**src/rtl/spp_pkg.sv**
```systemverilog
`timescale 1ns / 1ps
// Shared types and constants of the stride prefetch predictor.
// No dependencies; every other file but spp_ram uses it by scoped names.
package spp_pkg;

  // Table depth is a power of two, at least 2.
  localparam int TABLE_ENTRIES = 256;
  localparam int ADDR_BITS     = 48;
  localparam int IDX_W         = $clog2(TABLE_ENTRIES);
  localparam int STRIDE_W      = ADDR_BITS + 1;
  localparam int TGT_W         = ADDR_BITS + 2;
  localparam int QDEPTH        = 2;
  localparam int QPTR_W        = $clog2(QDEPTH);
  localparam logic [ADDR_BITS-1:0] MAX_ADDR_RST = {ADDR_BITS{1'b1}};

  typedef logic [ADDR_BITS-1:0] addr_t;
  typedef logic [STRIDE_W-1:0]  stride_t;
  typedef logic [IDX_W-1:0]     idx_t;

  typedef enum logic [1:0] {
    CONF_INITIAL   = 2'd0,
    CONF_TRANSIENT = 2'd1,
    CONF_STEADY    = 2'd2,
    CONF_NOPRED    = 2'd3
  } conf_t;

  typedef struct packed {
    addr_t   tag;
    addr_t   last_addr;
    stride_t stride;
    conf_t   conf;
  } entry_t;

  typedef struct packed {
    idx_t  idx;
    addr_t pc;
    addr_t addr;
  } req_t;

  localparam int ENTRY_W = $bits(entry_t);

endpackage

```
**src/rtl/spp_if.sv**
```systemverilog
`timescale 1ns / 1ps
// Valid/ready channel interfaces for access words and prefetch words.
// Depends on spp_pkg.
interface spp_req_if;
  logic                valid;
  logic                ready;
  spp_pkg::addr_t      instr_addr;
  spp_pkg::addr_t      access_addr;
  modport source (output valid, output instr_addr, output access_addr, input ready);
  modport sink   (input valid, input instr_addr, input access_addr, output ready);
endinterface


```
**src/rtl/spp_front.sv**
```systemverilog
`timescale 1ns / 1ps
// Front end: accepts access words, derives the table index, queues them.
// Depends on spp_pkg and spp_if.
module spp_front (
  input  logic            clk,
  input  logic            rst_n,
  spp_req_if.sink         in_ch,
  output logic            q_valid,
  input  logic            q_ready,
  output spp_pkg::req_t   q_word
);

  spp_pkg::req_t                 slot_r [spp_pkg::QDEPTH];
  logic [spp_pkg::QPTR_W-1:0]    wr_ptr_r, wr_ptr_nxt;
  logic [spp_pkg::QPTR_W-1:0]    rd_ptr_r, rd_ptr_nxt;
  logic [spp_pkg::QPTR_W:0]      cnt_r, cnt_nxt;
  logic                          push, pop;
  spp_pkg::req_t                 word_in;

  assign in_ch.ready = (cnt_r != (spp_pkg::QPTR_W+1)'(spp_pkg::QDEPTH));
  assign push        = in_ch.valid && in_ch.ready;
  assign q_valid     = (cnt_r != '0);
  assign pop         = q_valid && q_ready;
  assign q_word      = slot_r[rd_ptr_r];

  always_comb begin
    word_in.idx  = in_ch.instr_addr[spp_pkg::IDX_W-1:0];
    word_in.pc   = in_ch.instr_addr;
    word_in.addr = in_ch.access_addr;
    wr_ptr_nxt   = push ? wr_ptr_r + 1'b1 : wr_ptr_r;
    rd_ptr_nxt   = pop ? rd_ptr_r + 1'b1 : rd_ptr_r;
    cnt_nxt      = cnt_r + (spp_pkg::QPTR_W+1)'(push) - (spp_pkg::QPTR_W+1)'(pop);
  end

  always_ff @(posedge clk) begin
    if (!rst_n) begin
      wr_ptr_r <= '0;
      rd_ptr_r <= '0;
      cnt_r    <= '0;
    end else begin
      wr_ptr_r <= wr_ptr_nxt;
      rd_ptr_r <= rd_ptr_nxt;
      cnt_r    <= cnt_nxt;
    end
  end

  always_ff @(posedge clk) begin
    if (push) begin
      slot_r[wr_ptr_r] <= word_in;
    end
  end

endmodule

```
**src/flat_wrapper.sv**
```systemverilog
// flat-port wrapper written by rule: the top's interface ports become plain ports
module spp_front_flat 
  (clk, rst_n, q_valid, q_ready, q_word, in_ch_valid, in_ch_instr_addr, in_ch_access_addr, in_ch_ready);
  spp_req_if in_ch_i ();
  input  logic clk;
  input  logic rst_n;
  output logic q_valid;
  input  logic q_ready;
  output spp_pkg::req_t q_word;
  input wire logic [$bits(in_ch_i.valid)-1:0] in_ch_valid;
  input wire logic [$bits(in_ch_i.instr_addr)-1:0] in_ch_instr_addr;
  input wire logic [$bits(in_ch_i.access_addr)-1:0] in_ch_access_addr;
  output wire logic [$bits(in_ch_i.ready)-1:0] in_ch_ready;
  assign in_ch_i.valid = in_ch_valid;
  assign in_ch_i.instr_addr = in_ch_instr_addr;
  assign in_ch_i.access_addr = in_ch_access_addr;
  assign in_ch_ready = in_ch_i.ready;
  spp_front u_core (.clk(clk), .rst_n(rst_n), .in_ch(in_ch_i), .q_valid(q_valid), .q_ready(q_ready), .q_word(q_word));
endmodule
```
**config.mk**
```make
export PLATFORM = sky130hd
export DESIGN_NAME = spp_front_flat
export DESIGN_NICKNAME = d
export VERILOG_FILES = /design/src/rtl/spp_pkg.sv /design/src/rtl/spp_if.sv /design/src/rtl/spp_front.sv /design/src/flat_wrapper.sv
export SDC_FILE = /design/constraint.sdc
export NUM_CORES = 1
export LEC_CHECK = 0
export BUFFER_PORTS_ARGS = -buffer_cell sky130_fd_sc_hd__buf_4
export CAP_MARGIN = 20
export CORE_ASPECT_RATIO = 2
export CORE_MARGIN = 8
export CORE_UTILIZATION = 42
export DETAILED_ROUTE_END_ITERATION = 10
export HOLD_SLACK_MARGIN = 0.02
export PLACE_DENSITY_LB_ADDON = 0.2
export SLEW_MARGIN = 20
export SYNTH_ARGS = -nofsm -noshare
export SYNTH_HDL_FRONTEND = slang
export SYNTH_SLANG_ARGS = --single-unit
```
**constraint.sdc**
```tcl
create_clock -name clk -period 5.7 [get_ports clk]
set_clock_uncertainty 0.15 [all_clocks]
set_input_delay 0.285 -clock clk [delete_from_list [all_inputs] [get_ports clk]]
set_output_delay 0.285 -clock clk [all_outputs]
set_load 0.1 [all_outputs]
```
## Yosys cells after proc, flatten, opt, wreduce, memory -nomap -nowiden

Memories as Yosys holds them, arrays and structs flattened. A register that Yosys moved wholly into a read port is not among the register bits.
Cells that the tools add are included.

| word-level totals | value |
|---|---|
| register bits after elaboration | 4 |
| bits in writable memories | 208 |
| word-level logic and storage cells | 16 |
| memories kept | 1 |

Memories:

| name | words | bits a word | read ports | clocked after memory_dff | write ports | line | source |
|---|---|---|---|---|---|---|---|
| u_core.slot_r | 2 | 104 | 1 | 1 | 1 | spp_front.sv:13 | `spp_pkg::req_t slot_r [spp_pkg::QDEPTH];` |

| operators by class | value |
|---|---|
| add/subtract/negate cells | 4 |
| equality and inequality tests | 1 |
| muxes and demuxes | 4 |
| reduce and logical (&&, ||, !) cells | 3 |

Operators with widths:

| cell | count |
|---|---|
| 2-to-1 mux 1 bit | 4 |
| adder 1 bit (second input constant) | 2 |
| adder 2 x 1 -> 2 bit | 1 |
| logical AND 1 bit | 2 |
| inequality test 2 bit (second input constant) | 1 |
| nonzero test 2 bit | 1 |
| subtractor 2 x 1 -> 2 bit | 1 |

## Longest topological paths before layout

Gate-level depths: netlist of the first run.

| logic depth | value |
|---|---|
| depth after elaboration | 4 |
| gate-level depth with buffers | 7 |
| mapped depth without buffers | 7 |

## Worst setup path before layout of the first run

Ideal clock, no wire load.

| timing path | value |
|---|---|
| path kind | register to register |
| start | register u_core.cnt_r[0] (netlist name) |
| end | memory u_core.slot_r[0][0] (netlist name), enable pin |
| arrival | 5682 ps |
| slack | -694 ps |
| stages on the path, launching flop included | 4 |
| path buffers | 0 |
| clock period less this slack | 6394 ps |
| path through | dfxtp_1 -> nand2b_1 -> and2_1 -> nor2b_1 |

| on the way | value |
|---|---|
| longest elaborated chain between the ends | 4 |

Ends and longest elaborated chain:

| element | line | source |
|---|---|---|
| start, declared | spp_front.sv:16 | `logic [spp_pkg::QPTR_W:0] cnt_r, cnt_nxt;` |
| start signal, assigned | spp_front.sv:43 | `cnt_r <= cnt_nxt;` |
| inequality test 2 bit | spp_front.sv:20 | `assign in_ch.ready = (cnt_r != (spp_pkg::QPTR_W+1)'(spp_pkg::QDEPTH));` |
| via in_ch_ready | flat_wrapper.sv:13 | `output wire logic [$bits(in_ch_i.ready)-1:0] in_ch_ready;` |
| logical AND 1 bit | spp_front.sv:21 | `assign push = in_ch.valid && in_ch.ready;` |
| via u_core.push | spp_front.sv:17 | `logic push, pop;` |
| 2-to-1 mux 1 bit | spp_front.sv:48 | `if (push) begin` |
| 2-to-1 mux 1 bit (implied by the code) | spp_front.sv:49 | `slot_r[wr_ptr_r] <= word_in;` |
| end, declared | spp_front.sv:13 |  |

The timed path passes the listed nets, and every way through them passes these cells.

==> results of run 1 <==
==> cells in the mapped netlist, drive strengths merged <==
cell	instances	area [µm²]
ha	2	25.02
nand4b	1	8.760
xnor2	3	26.28
nand2b	1	6.260
and3	1	6.260
o21ai	1	5.000
nor2b	3	18.77
o21a	1	7.510
nand2	1	3.750
or2	1	6.260
edfxtp	192	5766
buf	19	191.4
inv	2	7.510
and2	3	18.77
mux2	96	1231
dfxtp	5	100.1
==> how the worst min path moves through the flow <==
stage	cells past startpoint	endpoint
2_1_floorplan	0	u_core.slot_r[0][0]
3_3_place_gp	1	u_core.slot_r[1][80]
3_5_place_dp	1	u_core.slot_r[0][80]
4_1_cts	4	register
5_1_grt	4	register
6_report	4	register
==> cell type report <==
type	instances	area, µm²
Clock buffer	17	425.4
Clock inverter	13	182.7
Fill cell	1251	6828
Inverter	2	7.507
Multi-Input combinational cell	114	1376
Sequential cell	197	5869
Tap cell	213	266.5
Timing Repair Buffer	307	2570
==> registers in the layout, summed over array words and instances, names as in the netlist, named ones only <==
register and cells:
u_core.wr_ptr_r 1, u_core.cnt_r 2, u_core.rd_ptr_r 1, u_core.slot_r 192
==> metal layers <==
| layer | track usage | routed length, µm |
|---|---|---|
| met4 | 0.04760 | 223 |
| met5 | 0 | 0 |
| met2 | 0.2137 | 7248 |
| met3 | 0.05591 | 1545 |
| met1 | 0.1509 | 5729 |
==> worst min-delay path, cell delays in order <==
cell and delay (ns):
buf_4 0.08, o21a_1 0.15, xnor2_1 0.09, nor2b_1 0.09
==> kinds of logic after synthesis <==
kind of cell    Yosys count
buf+inv                  21
flops                   197
xor+xnor                  3
fa+ha+maj                 2
compound gates            2
mux                      96
simple gates             11
==> per-stage QoR <==
stage                       util  std cells  worst slack [ns]
after floorplan                -        332             1.154
after global placement    0.5182        734             2.859
after detailed placement  0.5182        734             2.816
after CTS                 0.6088        862             2.429
after global routing      0.6104        863             2.639
final                     0.6104        863             2.750
==> impl_metrics.toml, run 1 <==
[clock_tree]
post_cts_buffers = 0
clk_path_buf_depth = 2
clock_latency_ns = 0.41
cts_resized = 0
clock-sinks = 197
cts_tree = "yes"
h-tree-depth = 4
cts.clk_slew.worst_paths_ns = 0.06
cts_inserted_buffers = 17
root_buffer = "clkbuf_16"
postCtsHoldBufs = 98

[drt]
drt-initial-drc-count = 121
wl_per_cell_um = 17.09
drtAntennaViolNets = 0
drc = 0
via_per_inst = 4.695
vias = 4052
drt_pass1_iterations = 4
drt-total-wl_mm = 14.75

[critical_path]
cp-start-kind = "register"
critical_path_buf_inv_count = 3
cpPeakStageDelay_ns = 0.58
cp_top_family = "buffers and inverters"
endpoint = "q_word[21]"
crit_path_end_kind = "output pin"
path_depth = 4
cp_slowest_cell = "dfxtp_4"
criticalPathCategory = "register to output pin"
ff2ff_path_depth = 4
cp_common_cell = "buf_4"
rr_endpoint = "u_core.slot_r[0][98]"
worstPathArrival_ns = 2.52
r2r_start = "u_core.cnt_r[0]"
crit_chain = "buf_16 > buf_4 > mux2_2 > buf_4"
ff2ff_setup_slack_ns = 2.88
crit_fanout = 50
critPathRequiredTime_ns = 5.27

[grt]
overflow = 0
grt_first_pass_wirelength_mm = 22.56
antenna_found_initial = 0
grt_pass1_vias = 4448
grt_max_degree = 73
grtUsageTotal = 0.1321

[floorplanning]
fp.dieArea_um2 = 22460
die_y_um = 204.1
top_level_ports = 206
fp.dieW_um = 110.0
core_area_um2 = 17530
placementRows = 69
initial_core_util = 0.4239

[sta]
finalSetupViolations = 0
max_slew.worst_pin.slew_ns = 0.9690
slew_violations = 0
max_slew_margin = 0.3540
period_minus_slack_ns = 2.950
fin_tns_setup_ns = 0
timing.final.crit_share = 0.5176
hold_ws_ns = 0.1588
rsz0062_at_grt = "false"
clock.fmax_mhz = 339.0
hold_viol = 0

[finish]
nNetsFinal = 741
antenna_cells = 0
syn2layout_area_growth_pct = 44.01
final_cell_mix = "buf_4, edfxtp_1, dlygate4sd3_1, mux2_2, mux2_4"
final_common_cell = "buf_4"
drive_gt1_frac = 0.5185
final_area_um2 = 10700

[synth]
synth_seq_cells = 197
netlist_instances = 332
yosysSeqAreaShare = 0.7896
synth_xor_area_frac = 0.003537
synth_nets = 434
synthMuxAreaShare = 0.1657
synth_warnings = 0
synthesis.area_um2 = 7428
synth_top_family_by_area = "multiplexers"
synthAdderAreaFrac = 0.003369
synth_simple_gate_area_share = 0.009264
synth_compound_area_frac = 0.001684
syn_avg_cell_area_um2 = 22.37
synth_cell_types = 21

[outcome]
outcome = "completed"

[place]
place.gp.congestion = 0.6657
hpwl_mm = 9.307
port_buffers = 205
dpl_cell_area_um2 = 9081

[flow_run]
drv_cap = 0

[worst_hold_path]
min-delay-start = "q_ready"
hp-class = "input pin to register"
Power of run 1 is left out: the tool's default activity adds up to more than one toggle a clock period on the data nets, which glitch-free logic cannot reach.
==> run 2, diff against run 1 <==
--- a/config.mk
+++ b/config.mk
@@ -5,6 +5,7 @@
 export SDC_FILE = /design/constraint.sdc
 export NUM_CORES = 1
 export LEC_CHECK = 0
+export ABC_AREA = 1
 export BUFFER_PORTS_ARGS = -buffer_cell sky130_fd_sc_hd__buf_4
 export CAP_MARGIN = 20
 export CORE_ASPECT_RATIO = 2
==> constraint.sdc (replaced) <==
create_clock -name clk -period 2.5 [get_ports clk]
set_clock_uncertainty 0.15 [all_clocks]
set_input_delay 0.125 -clock clk [delete_from_list [all_inputs] [get_ports clk]]
set_output_delay 0.125 -clock clk [all_outputs]
set_load 0.1 [all_outputs]
==> run 2 against run 1 <==
- count of clock-buffer cells in the layout is the same
- flip-flop and latch count did not move
- routed wire length increased by 0.77%
- register-to-register slack lost 2.4 ns
- hold slack improved by 0.12 ns
- via count increased by 1.4%
- critical path type unchanged
- synthesized area is 0.10% higher
- largest cell class unchanged
- design area increased by 0.60%
- non-clock buffer count is 5 higher
- first-iteration DRC count rose by 30%
==> impl_metrics.toml, run 2 <==
[outcome]
outcome = "completed"

[drt]
drt-total-wl_mm = 14.86
drt-initial-drc-count = 157
vias = 4107
drc = 0
via_per_inst = 4.662
wl_per_cell_um = 16.87
drt_pass1_iterations = 4
drtAntennaViolNets = 0

[clock_tree]
cts_resized = 0
cts.clk_slew.worst_paths_ns = 0.07
root_buffer = "clkbuf_16"
clock-sinks = 197
clk_path_buf_depth = 2
cts_inserted_buffers = 17
h-tree-depth = 4
cts_tree = "yes"
clock_latency_ns = 0.42
post_cts_buffers = 0

[finish]
largest_reg_flops = 192
antenna_cells = 0
utilization = 0.6141
final_cell_mix = "buf_4, edfxtp_1, dlygate4sd3_1, mux2_2, mux2_4"
largest-register = "u_core.slot_r"
final_cells = 881
drive_gt1_frac = 0.5195
syn2layout_area_growth_pct = 44.73
final_area_um2 = 10760
n_fill_cell = 1272
nNetsFinal = 759
reg_top3 = "u_core.slot_r (192), u_core.cnt_r (2)"
final_common_cell = "buf_4"

[sta]
clock.fmax_mhz = 470.1
period_minus_slack_ns = 2.127
timing.final.crit_share = 0.8508
hold_viol = 0
slew_violations = 0
max_slew.worst_pin.slew_ns = 0.4551
rsz0062_at_grt = "false"
fin_tns_setup_ns = 0
finalSetupViolations = 0
max_slew_margin = 0.6966

[critical_path]
ff2ff_path_depth = 8
critPathRequiredTime_ns = 2.23
cp_common_cell = "buf_4"
cp_top_family = "buffers and inverters"
ff2ff_setup_slack_ns = 0.50
crit_fanout = 17
cp-start-kind = "register"
critical_path_buf_inv_count = 2
rr_endpoint = "u_core.cnt_r[0]"
cpPeakStageDelay_ns = 0.48
worstPathArrival_ns = 1.85
r2r_start = "u_core.cnt_r[1]"
cp_slowest_cell = "dfxtp_4"
crit_path_end_kind = "output pin"
criticalPathCategory = "register to output pin"
crit_chain = "buf_4 > mux2_2 > buf_4"

[synth]
synth.area.top_cells = "edfxtp_1, mux2_2, mux2_4"
synth_seq_cells = 197
synth_nets = 447
synth_cell_types = 15
yosysMostFrequentCell = "edfxtp_1"
netlist_instances = 345
synthesis.area_um2 = 7436
synth-edff-count = 192
yosysTopAreaCellShare = 0.7754
synth_largest_area_cell = "edfxtp_1"
async_flop_share = 0
synth.cells.most_frequent = "edfxtp_1, mux2_2, mux2_4"
synth_warnings = 0
synth_ff_type = "edfxtp_1"
syn_avg_cell_area_um2 = 21.55
yosysSeqAreaShare = 0.7888

[worst_hold_path]
hp-class = "input pin to register"
whs_path_depth = 2
holdPathEnd = "u_core.slot_r[1][20]"
min-delay-start = "in_ch_access_addr[20]"

[place]
place.gp.congestion = 0.7023
dpl_cell_area_um2 = 9199
port_buffers = 205
dp.cells = 751
hpwl_mm = 9.934

[floorplanning]
core_area_um2 = 17530
die_y_um = 204.2
placementRows = 69
top_level_ports = 206
fp.dieW_um = 110.1
initial_core_util = 0.4243
fp.dieArea_um2 = 22480

[grt]
antenna_found_initial = 0
grt_first_pass_wirelength_mm = 22.47
overflow = 0
grtUsageTotal = 0.1325
grt_max_degree = 65
grt_pass1_vias = 4566

[pwr]
p_leak_nw = 4.161
ir_drop_mv = 0.9154
p_per_area_nw_per_um2 = 1255

[flow_run]
drv_cap = 0
[run 2: area by class of cell]
| cell class | instances | area, µm² | share of cell area |
|---|---|---|---|
| clock buffer | 17 | 425.4 | 0.03953 |
| clock inverter | 13 | 136.4 | 0.01267 |
| inverter | 9 | 37.54 | 0.003488 |
| multi-input combinational | 120 | 1381 | 0.1284 |
| sequential | 197 | 5872 | 0.5456 |
| tap | 213 | 266.5 | 0.02476 |
| timing repair buffer | 312 | 2643 | 0.2456 |
[run 2: worst max path at each step]
stage                          end  slack [ns]             from  cells past startpoint
5_1_grt                 q_word[15]        0.28         register                      3
2_1_floorplan  u_core.slot_r[0][0]       -0.14  u_core.cnt_r[0]                      4
3_3_place_gp            q_word[12]        0.78         register                      3
3_5_place_dp            q_word[15]        0.77         register                      3
4_1_cts                 q_word[15]        0.31         register                      3
6_report                q_word[15]        0.37         register                      3
[run 2: metal layers]
layer	global-route usage	vias to the layer above	routed length, µm
li1	-	1945	-
met1	0.1524	1982	5958
met2	0.2185	161	7243
met3	0.04106	19	1397
met4	0.05877	0	261
met5	0	-	0
[run 2: cell families after synthesis]
group,Yosys count,share of synthesized area
DFF,197,0.7888
muxes,96,0.1656
buffers and inverters,28,0.03029
and+or+nand+nor,20,0.01060
AOI/OAI and AO/OA,2,0.001346
adders and majority gates,2,0.003365
[run 2: through the flow]
stage                     hold slack [ns]  setup slack, ns  power [mW]
after floorplan                   0.06842          -0.1376       9.764
after global placement             0.1594           0.7832       10.89
after detailed placement           0.1625           0.7730       10.92
after CTS                          0.2505           0.3070       13.65
after global routing               0.2641           0.2770       13.95
final                              0.2774           0.3730       13.51
[run 2: repair_timing]
action / CTS / global route
hold endpoints to repair: 197 / 0
endpoints found under the setup margin: 0 / 0
hold buffers: 100 / 0
[run 2: power by group]
group | internal (mW) | switching, mW
Sequential | 4.23 | 0.146
Clock | 1.46 | 1.11
Combinational | 1.60 | 4.97
Note: power is estimated with default switching activity, not from simulation.
==> run 3, diff against run 2 <==
--- a/config.mk
+++ b/config.mk
@@ -10,7 +10,7 @@
 export CAP_MARGIN = 20
 export CORE_ASPECT_RATIO = 2
 export CORE_MARGIN = 8
-export CORE_UTILIZATION = 42
+export CORE_UTILIZATION = 25
 export DETAILED_ROUTE_END_ITERATION = 10
 export HOLD_SLACK_MARGIN = 0.02
 export PLACE_DENSITY_LB_ADDON = 0.2
==> run 3 against run 2 <==
- utilization shrank 24 points
- total power rose by 0.87%
- setup slack worse by 0.10 ns
- critical path depth is the same
- critical endpoint is now q_word[27]
==> impl_metrics.toml, run 3 (synthesis gave the netlist of run 2 again) <==
[sta]
period_minus_slack_ns = 2.231
hold_ws_ns = 0.2606
fin_tns_setup_ns = 0
max_slew.worst_pin.slew_ns = 0.4357
rsz0062_at_grt = "false"
clock.fmax_mhz = 448.3
setup_ws_ns = 0.2691
slew_violations = 0
max_slew_margin = 0.7095
timing.final.crit_share = 0.8923
hold_viol = 0
finalSetupViolations = 0

[floorplanning]
initial_core_util = 0.2529
die_y_um = 259.9
placementRows = 89
fp.dieW_um = 138.0
fp.dieArea_um2 = 35850
top_level_ports = 206
core_area_um2 = 29400

[finish]
largest-register = "u_core.slot_r"
drive_gt1_frac = 0.5172
final_area_um2 = 10950
final_common_cell = "buf_4"
reg_top3 = "u_core.slot_r (192), u_core.cnt_r (2)"
syn2layout_area_growth_pct = 47.23
utilization = 0.3724
largest_reg_flops = 192
final_cell_mix = "buf_4, edfxtp_1, dlygate4sd3_1, mux2_2, mux2_4"
n_fill_cell = 2841
nNetsFinal = 758

[clock_tree]
clock-sinks = 197
post_cts_buffers = 0
cts_tree = "yes"
cts_resized = 0
clock_latency_ns = 0.44
cts.clk_slew.worst_paths_ns = 0.07
root_buffer = "clkbuf_16"
h-tree-depth = 4
clk_path_buf_depth = 2
cts_inserted_buffers = 17

[drt]
drtAntennaViolNets = 0
drt_pass1_iterations = 4
vias = 4140
drc = 0
drt-initial-drc-count = 133
drt-total-wl_mm = 17.92
wl_per_cell_um = 17.32
via_per_inst = 4.000

[critical_path]
cp-start-kind = "register"
rr_endpoint = "u_core.cnt_r[0]"
ff2ff_path_depth = 8
worstPathArrival_ns = 1.96
r2r_start = "u_core.cnt_r[1]"
crit_fanout = 40
ff2ff_setup_slack_ns = 0.49
criticalPathCategory = "register to output pin"
crit_path_end_kind = "output pin"
critPathRequiredTime_ns = 2.23

[place]
port_buffers = 205
dpl_cell_area_um2 = 9380
hpwl_mm = 12.39
dpl_worst_slack_ns = 0.7004
place.gp.congestion = 0.6569

[pwr]
ir_drop_mv = 0.8695
p_per_area_nw_per_um2 = 1245
p_leak_nw = 4.159

[grt]
grtUsageTotal = 0.1028
overflow = 0
grt_pass1_vias = 4978
grt_first_pass_wirelength_mm = 26.78
antenna_found_initial = 4
grt_max_degree = 72

[outcome]
outcome = "completed"

[worst_hold_path]
holdPathEnd = "u_core.slot_r[0][84]"
hp-class = "input pin to register"
min-delay-start = "in_ch_instr_addr[36]"
whs_path_depth = 2

[flow_run]
drv_cap = 0
==> run 3: worst max-delay path by stage <==
stage / cells past startpoint / startpoint / to
2_1_floorplan: 4 / u_core.cnt_r[0] / u_core.slot_r[0][0]
6_report: 3 / register / q_word[27]
3_5_place_dp: 3 / register / q_word[27]
4_1_cts: 3 / register / q_word[73]
3_3_place_gp: 3 / register / q_word[71]
5_1_grt: 3 / register / q_word[73]
==> run 3: stage by stage <==
step | total power, mW | cells
2_1_floorplan | 9.764 | 345
3_3_place_gp | 10.95 | 901
3_5_place_dp | 11.01 | 901
4_1_cts | 13.87 | 1033
5_1_grt | 14.11 | 1033
6_report | 13.63 | 1035
==> run 3: layout make-up <==
| type | count | area [µm²] | area share |
|---|---|---|---|
| clock buffers | 17 | 425.4 | 0.03886 |
| multi-input cells | 120 | 1381 | 0.1262 |
| inverters | 9 | 37.54 | 0.003429 |
| well taps | 364 | 455.4 | 0.04160 |
| repair buffers | 311 | 2635 | 0.2407 |
| flip-flops and latches | 197 | 5872 | 0.5363 |
| clock inverters | 15 | 136.4 | 0.01246 |
| diodes | 2 | 5.005 | 0.0004571 |
==> run 3: worst max-delay path, cell delays in order, from the launching register on <==
cell and delay, ns:
dfxtp_4 0.54, buf_12 0.31, mux2_2 0.39, buf_4 0.23
==> run 3: per-layer routing <==
layer | track usage | part of all wire | vias up
li1 | - | - | 1949
met1 | 0.08655 | 0.32 | 2052
met2 | 0.2008 | 0.60 | 116
met3 | 0.03228 | 0.057 | 19
met4 | 0.05524 | 0.023 | 4
met5 | 0 | 0.0012 | -
==> run 3: what timing repair did <==
| item | in CTS | in global routing |
|---|---|---|
| endpoints found under the hold margin | 197 | 0 |
| setup endpoints to repair | 0 | 0 |
| hold buffers | 100 | 0 |
==> run 3: report_power, final <==
group / total, mW / internal [mW] / leakage, nW / switching [mW]
registers: 4.40 / 4.23 / 1.83 / 0.172
clock network: 2.65 / 1.46 / 0.282 / 1.19
logic: 6.57 / 1.59 / 2.04 / 4.98
